### src/utp_pkg.sv
`timescale 1ns / 1ps
// ----------------------------------------------------------------------------
// utp_pkg: shared types and constants
// Opcodes, register offsets and control bit positions for the timer.
// ----------------------------------------------------------------------------
package utp_pkg;

  typedef enum logic [1:0] {
    OP_READ  = 2'd0,
    OP_WRITE = 2'd1,
    OP_TICK  = 2'd2,
    OP_POLL  = 2'd3
  } op_t;

  localparam logic [9:0] OFF_CTL  = 10'h00;
  localparam logic [9:0] OFF_PW0  = 10'h04;
  localparam logic [9:0] OFF_PW1  = 10'h08;
  localparam logic [9:0] OFF_IEN  = 10'h0C;
  localparam logic [9:0] OFF_SR   = 10'h10;
  localparam logic [9:0] OFF_EGR  = 10'h14;
  localparam logic [9:0] OFF_PW2  = 10'h18;
  localparam logic [9:0] OFF_PW3  = 10'h1C;
  localparam logic [9:0] OFF_PW4  = 10'h20;
  localparam logic [9:0] OFF_CNT  = 10'h24;
  localparam logic [9:0] OFF_PSC  = 10'h28;
  localparam logic [9:0] OFF_ARR  = 10'h2C;
  localparam logic [9:0] OFF_CC0  = 10'h34;
  localparam logic [9:0] OFF_CC1  = 10'h38;
  localparam logic [9:0] OFF_CC2  = 10'h3C;
  localparam logic [9:0] OFF_CC3  = 10'h40;
  localparam logic [9:0] OFF_PW5  = 10'h48;
  localparam logic [9:0] OFF_PW6  = 10'h4C;

  localparam int CTL_CEN  = 0;
  localparam int CTL_UDIS = 1;
  localparam int CTL_OPM  = 3;
  localparam int CTL_ARPE = 7;

  localparam logic [9:0]  CTL_MASK = 10'h3FF;
  localparam logic [6:0]  IEN_MASK = 7'h5F;
  localparam logic [31:0] ALL_ONES = 32'hFFFF_FFFF;

  typedef struct packed {
    logic        start;
    logic [31:0] dividend;
    logic [16:0] divisor;
  } div_req_t;

  typedef struct packed {
    logic        done;
    logic [31:0] quot;
    logic [31:0] rem;
  } div_rsp_t;

endpackage

### src/utp_if.sv
`timescale 1ns / 1ps
// ----------------------------------------------------------------------------
// utp_in_if / utp_out_if: item channels
// Valid/ready channels for request and result items.
// ----------------------------------------------------------------------------
interface utp_in_if;
  logic        valid;
  logic        ready;
  logic [1:0]  opcode;
  logic [9:0]  offset;
  logic [31:0] write_data;
  logic [31:0] insns_elapsed;
  modport source (output valid, opcode, offset, write_data, insns_elapsed, input ready);
  modport sink   (input valid, opcode, offset, write_data, insns_elapsed, output ready);
endinterface

interface utp_out_if;
  logic        valid;
  logic        ready;
  logic [31:0] read_data;
  logic        irq_fired;
  modport source (output valid, read_data, irq_fired, input ready);
  modport sink   (input valid, read_data, irq_fired, output ready);
endinterface

### src/utp_div.sv
`timescale 1ns / 1ps
// ----------------------------------------------------------------------------
// utp_div: shared restoring divider
// One quotient bit per cycle, 32 quotient bits per divide.
// ----------------------------------------------------------------------------
module utp_div (
  input  logic              clk,
  input  logic              rst_n,
  input  utp_pkg::div_req_t req,
  output utp_pkg::div_rsp_t rsp
);
  import utp_pkg::*;

  logic        busy_r, busy_nxt;
  logic [5:0]  cnt_r, cnt_nxt;
  logic [31:0] q_r, q_nxt;
  logic [16:0] rem_r, rem_nxt;
  logic [16:0] dsr_r, dsr_nxt;
  logic        done_r, done_nxt;
  logic [17:0] trial;

  always_comb begin
    busy_nxt = busy_r;
    cnt_nxt  = cnt_r;
    q_nxt    = q_r;
    rem_nxt  = rem_r;
    dsr_nxt  = dsr_r;
    done_nxt = 1'b0;
    trial    = {rem_r, q_r[31]} - {1'b0, dsr_r};
    if (req.start) begin
      busy_nxt = 1'b1;
      cnt_nxt  = 6'd0;
      q_nxt    = req.dividend;
      rem_nxt  = '0;
      dsr_nxt  = req.divisor;
    end else if (busy_r) begin
      if (!trial[17]) begin
        rem_nxt = trial[16:0];
        q_nxt   = {q_r[30:0], 1'b1};
      end else begin
        rem_nxt = {rem_r[15:0], q_r[31]};
        q_nxt   = {q_r[30:0], 1'b0};
      end
      cnt_nxt = cnt_r + 6'd1;
      if (cnt_r == 6'd31) begin
        busy_nxt = 1'b0;
        done_nxt = 1'b1;
      end
    end
  end

  always_ff @(posedge clk) begin
    if (!rst_n) begin
      busy_r <= 1'b0;
      done_r <= 1'b0;
      cnt_r  <= '0;
    end else begin
      busy_r <= busy_nxt;
      done_r <= done_nxt;
      cnt_r  <= cnt_nxt;
    end
    q_r   <= q_nxt;
    rem_r <= rem_nxt;
    dsr_r <= dsr_nxt;
  end

  assign rsp.done = done_r;
  assign rsp.quot = q_r;
  assign rsp.rem  = {15'd0, rem_r};
endmodule

### src/upcounting_timer_with_prescaler.sv
`timescale 1ns / 1ps
// ----------------------------------------------------------------------------
// upcounting_timer_with_prescaler: up-counting timer with prescaler
// Register bus timer; tick slices divide through a shared serial divider.
//
//   channel | dir | payload
//   in_     | in  | opcode, offset, write_data, insns_elapsed
//   out_    | out | read_data, irq_fired
//
// Read, write, poll and disabled tick items go from ST_IDLE straight to ST_OUT.
// A tick slice goes through ST_DIV to start the 32-step serial divider and
// ST_WAIT to take its result; when it overflows it then goes through ST_MUL
// for the banked multiply and ST_UPD for the update.
// Reset is synchronous; one item is in flight at a time, and the result
// register holds while out_ready is low.
// ----------------------------------------------------------------------------
module upcounting_timer_with_prescaler (
  input logic      clk,
  input logic      rst_n,
  utp_in_if.sink   in_ch,
  utp_out_if.source out_ch
);
  import utp_pkg::*;

  typedef enum logic [5:0] {
    ST_IDLE = 6'b000001,
    ST_DIV  = 6'b000010,
    ST_WAIT = 6'b000100,
    ST_MUL  = 6'b001000,
    ST_UPD  = 6'b010000,
    ST_OUT  = 6'b100000
  } state_t;

  state_t      st_r, st_nxt;
  logic [9:0]  ctl_r, ctl_nxt;
  logic [6:0]  ien_r, ien_nxt;
  logic        sr_r, sr_nxt;
  logic [31:0] cnt_r, cnt_nxt;
  logic [15:0] psc_r, psc_nxt;
  logic [31:0] arr_r, arr_nxt;
  logic [31:0] arrp_r, arrp_nxt;
  logic [31:0] acc_r, acc_nxt;
  logic        pend_r, pend_nxt;
  logic [31:0] cc_r [4];
  logic [31:0] pw_r [7];
  logic [31:0] rd_r, rd_nxt;
  logic        irq_r, irq_nxt;
  logic [31:0] left_r, left_nxt;
  logic [31:0] prod_r, prod_nxt;
  logic        fire;
  logic [31:0] rdv, to_ovf;
  logic [31:0] prod_w;
  logic        wr_en;
  logic [9:0]  wr_off;
  logic [31:0] wr_dat;
  div_req_t    dreq;
  div_rsp_t    drsp;

  utp_div u_div (.clk(clk), .rst_n(rst_n), .req(dreq), .rsp(drsp));

  assign in_ch.ready      = (st_r == ST_IDLE);
  assign out_ch.valid     = (st_r == ST_OUT);
  assign out_ch.read_data = rd_r;
  assign out_ch.irq_fired = irq_r;

  always_comb begin
    unique case (in_ch.offset)
      OFF_CTL: rdv = {22'd0, ctl_r};
      OFF_PW0: rdv = pw_r[0];
      OFF_PW1: rdv = pw_r[1];
      OFF_IEN: rdv = {25'd0, ien_r};
      OFF_SR:  rdv = {31'd0, sr_r};
      OFF_PW2: rdv = pw_r[2];
      OFF_PW3: rdv = pw_r[3];
      OFF_PW4: rdv = pw_r[4];
      OFF_CNT: rdv = cnt_r;
      OFF_PSC: rdv = {16'd0, psc_r};
      OFF_ARR: rdv = ctl_r[CTL_ARPE] ? arrp_r : arr_r;
      OFF_CC0: rdv = cc_r[0];
      OFF_CC1: rdv = cc_r[1];
      OFF_CC2: rdv = cc_r[2];
      OFF_CC3: rdv = cc_r[3];
      OFF_PW5: rdv = pw_r[5];
      OFF_PW6: rdv = pw_r[6];
      default: rdv = '0;
    endcase
  end

  assign to_ovf = arr_r + 32'd1 - cnt_r;
  assign prod_w = left_r * {15'd0, dreq.divisor};

  always_comb begin
    st_nxt   = st_r;
    ctl_nxt  = ctl_r;
    ien_nxt  = ien_r;
    sr_nxt   = sr_r;
    cnt_nxt  = cnt_r;
    psc_nxt  = psc_r;
    arr_nxt  = arr_r;
    arrp_nxt = arrp_r;
    acc_nxt  = acc_r;
    pend_nxt = pend_r;
    rd_nxt   = rd_r;
    irq_nxt  = irq_r;
    left_nxt = left_r;
    prod_nxt = prod_r;
    fire     = 1'b0;
    wr_en    = 1'b0;
    wr_off   = in_ch.offset;
    wr_dat   = in_ch.write_data;
    dreq.start    = 1'b0;
    dreq.dividend = acc_r;
    dreq.divisor  = {1'b0, psc_r} + 17'd1;
    unique case (st_r)
      ST_IDLE: begin
        if (in_ch.valid) begin
          rd_nxt  = '0;
          irq_nxt = 1'b0;
          st_nxt  = ST_OUT;
          unique case (op_t'(in_ch.opcode))
            OP_READ:  rd_nxt = rdv;
            OP_WRITE: begin
              wr_en = 1'b1;
              unique case (in_ch.offset)
                OFF_CTL: ctl_nxt = in_ch.write_data[9:0] & CTL_MASK;
                OFF_IEN: ien_nxt = in_ch.write_data[6:0] & IEN_MASK;
                OFF_SR:  sr_nxt = sr_r & in_ch.write_data[0];
                OFF_EGR: fire = in_ch.write_data[0];
                OFF_CNT: cnt_nxt = in_ch.write_data;
                OFF_PSC: begin
                  psc_nxt = in_ch.write_data[15:0];
                  acc_nxt = '0;
                end
                OFF_ARR: begin
                  if (ctl_r[CTL_ARPE]) arrp_nxt = in_ch.write_data;
                  else arr_nxt = in_ch.write_data;
                end
                default: ;
              endcase
            end
            OP_TICK: begin
              if (ctl_r[CTL_CEN] && arr_r != '0) begin
                acc_nxt = acc_r + in_ch.insns_elapsed;
                st_nxt  = ST_DIV;
              end
            end
            OP_POLL: begin
              irq_nxt  = pend_r;
              pend_nxt = 1'b0;
            end
            default: ;
          endcase
        end
      end
      ST_DIV: begin
        dreq.start = 1'b1;
        st_nxt     = ST_WAIT;
      end
      ST_WAIT: begin
        if (drsp.done) begin
          acc_nxt = drsp.rem;
          if (drsp.quot == '0) begin
            st_nxt = ST_OUT;
          end else if (arr_r == ALL_ONES && cnt_r == '0) begin
            cnt_nxt = drsp.quot;
            st_nxt  = ST_OUT;
          end else if (drsp.quot < to_ovf) begin
            cnt_nxt = cnt_r + drsp.quot;
            st_nxt  = ST_OUT;
          end else begin
            left_nxt = drsp.quot - to_ovf;
            st_nxt   = ST_MUL;
          end
        end
      end
      ST_MUL: begin
        prod_nxt = prod_w;
        st_nxt   = ST_UPD;
      end
      ST_UPD: begin
        acc_nxt = acc_r + prod_r;
        fire    = 1'b1;
        irq_nxt = ien_r[0];
        st_nxt  = ST_OUT;
      end
      ST_OUT: begin
        if (out_ch.ready) st_nxt = ST_IDLE;
      end
      default: st_nxt = ST_IDLE;
    endcase
    if (fire) begin
      cnt_nxt = '0;
      if (ctl_r[CTL_ARPE]) arr_nxt = arrp_r;
      if (!ctl_r[CTL_UDIS]) begin
        sr_nxt = 1'b1;
        if (ien_r[0]) pend_nxt = 1'b1;
      end
      if (ctl_r[CTL_OPM]) ctl_nxt[CTL_CEN] = 1'b0;
    end
  end

  always_ff @(posedge clk) begin
    if (!rst_n) begin
      st_r   <= ST_IDLE;
      ctl_r  <= '0;
      ien_r  <= '0;
      sr_r   <= 1'b0;
      cnt_r  <= '0;
      psc_r  <= '0;
      arr_r  <= ALL_ONES;
      arrp_r <= ALL_ONES;
      acc_r  <= '0;
      pend_r <= 1'b0;
      for (int i = 0; i < 4; i++) cc_r[i] <= '0;
      for (int i = 0; i < 7; i++) pw_r[i] <= '0;
    end else begin
      st_r   <= st_nxt;
      ctl_r  <= ctl_nxt;
      ien_r  <= ien_nxt;
      sr_r   <= sr_nxt;
      cnt_r  <= cnt_nxt;
      psc_r  <= psc_nxt;
      arr_r  <= arr_nxt;
      arrp_r <= arrp_nxt;
      acc_r  <= acc_nxt;
      pend_r <= pend_nxt;
      if (wr_en) begin
        unique case (wr_off)
          OFF_PW0: pw_r[0] <= wr_dat;
          OFF_PW1: pw_r[1] <= wr_dat;
          OFF_PW2: pw_r[2] <= wr_dat;
          OFF_PW3: pw_r[3] <= wr_dat;
          OFF_PW4: pw_r[4] <= wr_dat;
          OFF_PW5: pw_r[5] <= wr_dat;
          OFF_PW6: pw_r[6] <= wr_dat;
          OFF_CC0: cc_r[0] <= wr_dat;
          OFF_CC1: cc_r[1] <= wr_dat;
          OFF_CC2: cc_r[2] <= wr_dat;
          OFF_CC3: cc_r[3] <= wr_dat;
          default: ;
        endcase
      end
    end
    rd_r   <= rd_nxt;
    irq_r  <= irq_nxt;
    left_r <= left_nxt;
    prod_r <= prod_nxt;
  end
endmodule
### src/flat_wrapper.sv
// flat-port wrapper written by rule: the top's interface ports become plain ports
module upcounting_timer_with_prescaler_flat import utp_pkg::*;
  (clk, rst_n, in_ch_valid, in_ch_opcode, in_ch_offset, in_ch_write_data, in_ch_insns_elapsed, in_ch_ready, out_ch_valid, out_ch_read_data, out_ch_irq_fired, out_ch_ready);
  utp_in_if in_ch_i ();
  utp_out_if out_ch_i ();
  input logic clk;
  input logic rst_n;
  input wire logic [$bits(in_ch_i.valid)-1:0] in_ch_valid;
  input wire logic [$bits(in_ch_i.opcode)-1:0] in_ch_opcode;
  input wire logic [$bits(in_ch_i.offset)-1:0] in_ch_offset;
  input wire logic [$bits(in_ch_i.write_data)-1:0] in_ch_write_data;
  input wire logic [$bits(in_ch_i.insns_elapsed)-1:0] in_ch_insns_elapsed;
  output wire logic [$bits(in_ch_i.ready)-1:0] in_ch_ready;
  output wire logic [$bits(out_ch_i.valid)-1:0] out_ch_valid;
  output wire logic [$bits(out_ch_i.read_data)-1:0] out_ch_read_data;
  output wire logic [$bits(out_ch_i.irq_fired)-1:0] out_ch_irq_fired;
  input wire logic [$bits(out_ch_i.ready)-1:0] out_ch_ready;
  assign in_ch_i.valid = in_ch_valid;
  assign in_ch_i.opcode = in_ch_opcode;
  assign in_ch_i.offset = in_ch_offset;
  assign in_ch_i.write_data = in_ch_write_data;
  assign in_ch_i.insns_elapsed = in_ch_insns_elapsed;
  assign in_ch_ready = in_ch_i.ready;
  assign out_ch_valid = out_ch_i.valid;
  assign out_ch_read_data = out_ch_i.read_data;
  assign out_ch_irq_fired = out_ch_i.irq_fired;
  assign out_ch_i.ready = out_ch_ready;
  upcounting_timer_with_prescaler u_core (.clk(clk), .rst_n(rst_n), .in_ch(in_ch_i), .out_ch(out_ch_i));
endmodule
### config.mk
export PLATFORM = sky130hd
export DESIGN_NAME = upcounting_timer_with_prescaler_flat
export DESIGN_NICKNAME = d
export VERILOG_FILES = /design/src/utp_pkg.sv /design/src/utp_if.sv /design/src/utp_div.sv /design/src/upcounting_timer_with_prescaler.sv /design/src/flat_wrapper.sv
export SDC_FILE = /design/constraint.sdc
export NUM_CORES = 2
export LEC_CHECK = 0
export ABC_AREA = 1
export BUFFER_PORTS_ARGS = -buffer_cell sky130_fd_sc_hd__buf_2
export CORE_MARGIN = 10
export CORE_UTILIZATION = 42
export DETAILED_ROUTE_END_ITERATION = 6
export PLACE_DENSITY = 0.63
export SYNTH_ARGS = -nofsm -noshare
export SYNTH_HDL_FRONTEND = slang
export SYNTH_SLANG_ARGS = --single-unit
export TNS_END_PERCENT = 5
### constraint.sdc
create_clock -name clk -period 13 [get_ports clk]
set_input_delay 2.6 -clock clk [delete_from_list [all_inputs] [get_ports clk]]
set_output_delay 2.6 -clock clk [all_outputs]
set_load 0.005 [all_outputs]
==> impl_metrics.ini <==
[sta]
maxSlewHeadroom_pct = 4.34
tightestPinTransition_ns = 1.42
fin_crit_ns = 7.65
final_max_slew_viol_count = 0
hold_viol = 0
fmax_mhz = 131
setup_viol = 0
fin_worst_skew_ns = 0.0466
hold_ws_ns = 0.455
fin_setup_tns_ns = 0
rsz0062_at_grt = no
finalCritPeriodShare_pct = 58.8

[place]
place_congestion = 0.960
dp_hpwl_um = 135000
place_area_mm2 = 0.0534
portBuffers = 114

[logic_synthesis]
synth.yosys.seq_area_share_pct = 36.8
syn_area_per_cell_um2 = 8.35
synth_cell_type_count = 74
ys_ff_latch = 691
synth_largest_area_cell = edfxtp_1
netlist_area_mm2 = 0.0512
synth-edff-count = 498
ys_async_sr_fraction_pct = 0
synth_top_flop_cell = edfxtp_1
syn-num-nets = 6813
yosysWarnings = 0
synthTopCellsByArea = edfxtp_1, fa_1, nand2_1
synth_top_area_share_pct = 29.2
postSynthCellCount = 6132

[pwr]
p_leak_uw = 0.0249
pwr_density_cell_mw_per_mm2 = 94.9
ir_drop_v = 0.000110
power_uw = 5300

[critical_path]
critical_path_buf_inv_count = 7
cp-start-kind = flip-flop
required_ns = 13.40
r2r_slack_ns = 5.35
critPathMaxStageDelay_ns = 0.85
rr_endpoint = u_core.prod_r[30]
reg2reg_depth = 27
cpMaxStageDelayCell = inv_1
path_class = reg -> reg
crit_family = adder cells
cp.arrival_ns = 8.05
r2r-start = u_core.psc_r[0]
crit_path_end_kind = flip-flop
cp_max_fo = 21
path_common_cell = inv_1

[layout]
layout.nets = 6830
diodes = 0
stdcell_area_mm2 = 0.0559
drive_gt1_share_pct = 6.58
final_cell_mix = nand2_1, inv_1, nor2_1
area_growth_pct = 9.11
mostFrequentLayoutCell = nand2_1

[cts]
cts_tree = done
htree_levels = 3
cts-buffers-inserted = 76
path_clk_slew_ns = 0.06
ctsResizeCount = 0
ctsHoldBuffers = 0
postCtsSetupBuffers = 0
clkLatencyLatePin_ns = 0.68
root_buffer = clkbuf_16
cts.path.max_buffers = 3
cts.sinks = 691

[routing]
drtIter0Drc = 5450
drc_errors = 0
wl_um = 184000
via_per_inst = 5.67
ant_nets = 0
num_vias = 44400
wl_per_cell_um = 23.5
drt_first_pass_iters = 6

[global_routing]
grt_max_degree = 102
overflow = 0
grt_pass1_vias = 43400
grt_pass1_wl_um = 274000
antenna_found_initial = 3
grt.total_usage_pct = 26.3

[worst_hold_path]
min_to = u_core.u_div.cnt_r[5]
hold_depth = 1
holdCritPathClass = reg -> reg
worstHoldStart = u_core.u_div.cnt_r[5]

[outcome]
status = finished clean

[floorplanning]
start_util_pct = 42.2
ios = 115
core_mm2 = 0.121
rows = 128
die_area_mm2 = 0.136
chipHeight_um = 369
die_w_um = 369

[job]
cap_violations = 0
[layout make-up]
| type | instances | area, µm² |
|---|---|---|
| Multi-Input combinational cell | 4217 | 27800 |
| Sequential cell | 691 | 18800 |
| Timing Repair Buffer | 178 | 1060 |
| Clock buffer | 97 | 2050 |
| Tap cell | 1625 | 2030 |
| Fill cell | 11900 | 65500 |
| Clock inverter | 44 | 444 |
| Inverter | 985 | 3700 |
[worst max path at each step]
stage	startpoint	to	slack [ns]	cells past startpoint
2_1_floorplan	u_core.psc_r[1]	u_core.prod_r[30]	6.72	28
3_3_place_gp	u_core.psc_r[0]	u_core.prod_r[30]	5.55	26
3_5_place_dp	u_core.psc_r[0]	u_core.prod_r[30]	5.46	26
4_1_cts	u_core.psc_r[0]	u_core.prod_r[30]	5.46	25
5_1_grt	u_core.psc_r[0]	u_core.prod_r[27]	4.86	29
6_report	u_core.psc_r[0]	u_core.prod_r[30]	5.35	27
[sequential cells by signal (all words and copies together), names as in the netlist, 6 cells and up]
signal and cells:
u_core.pw_r 224, u_core.cc_r 128, u_core.acc_r 32, u_core.arr_r 32, u_core.arrp_r 32, u_core.cnt_r 32
u_core.left_r 32, u_core.out_ch.read_data 32, u_core.prod_r 32, u_core.u_div.q_r 32, u_core.u_div.dsr_r 17, u_core.u_div.rem_r 17
u_core.psc_r 16, u_core.ctl_r 10, u_core.ien_r 6, u_core.st_r 6, u_core.u_div.cnt_r 6
[kinds of logic after synthesis]
kind of cell	after synthesis	synth area share [%]
DFF	691	36.8
adders and majority gates	601	19.5
and+or+nand+nor	2331	18.7
muxes	4	0.0782
AOI/OAI and AO/OA	1155	13.7
buffers and inverters	1224	9.16
xor gates and xnor gates	126	2.17
[routing by layer]
layer  vias to the layer above  global-route usage (%)  share of wire [%]
met5                         -                       0              0.011
met4                         4                    10.2                4.3
met3                       390                    5.24                9.6
met2                      2188                    42.5                 46
met1                     21500                    34.7                 40
li1                      20300                       -                  -
[report_power, final]
group / internal (µW) / switching [µW]
Sequential: 2440 / 65.3
Clock: 1190 / 1000
Combinational: 180 / 429
[cells in the mapped netlist (all sizes together), types with 15 or more instances]
library cell	number
nand2	1233
a41oi	15
clkbuf	166
xnor2	44
dfxtp	193
nor2	736
o211ai	58
a21o	21
edfxtp	498
nand4	69
a21oi	416
xor2	82
a22o	35
or2	17
nand3	186
inv	977
nor4	34
nor3	44
ha	276
fa	325
buf	73
o221ai	27
a31oi	46
o21ai	330
a211oi	22
o22ai	22
a221oi	78
[metrics by stage]
step | util [%] | instances | setup WS [ns]
after detailed placement | 44.0 | 7696 | 5.46
after CTS | 46.0 | 7837 | 5.46
after floorplan | - | 6132 | 6.72
after global placement | 44.0 | 7696 | 5.55
after global routing | 46.0 | 7837 | 4.86
final | 46.0 | 7837 | 5.35
No activity file was read; power rests on OpenSTA's default activity.
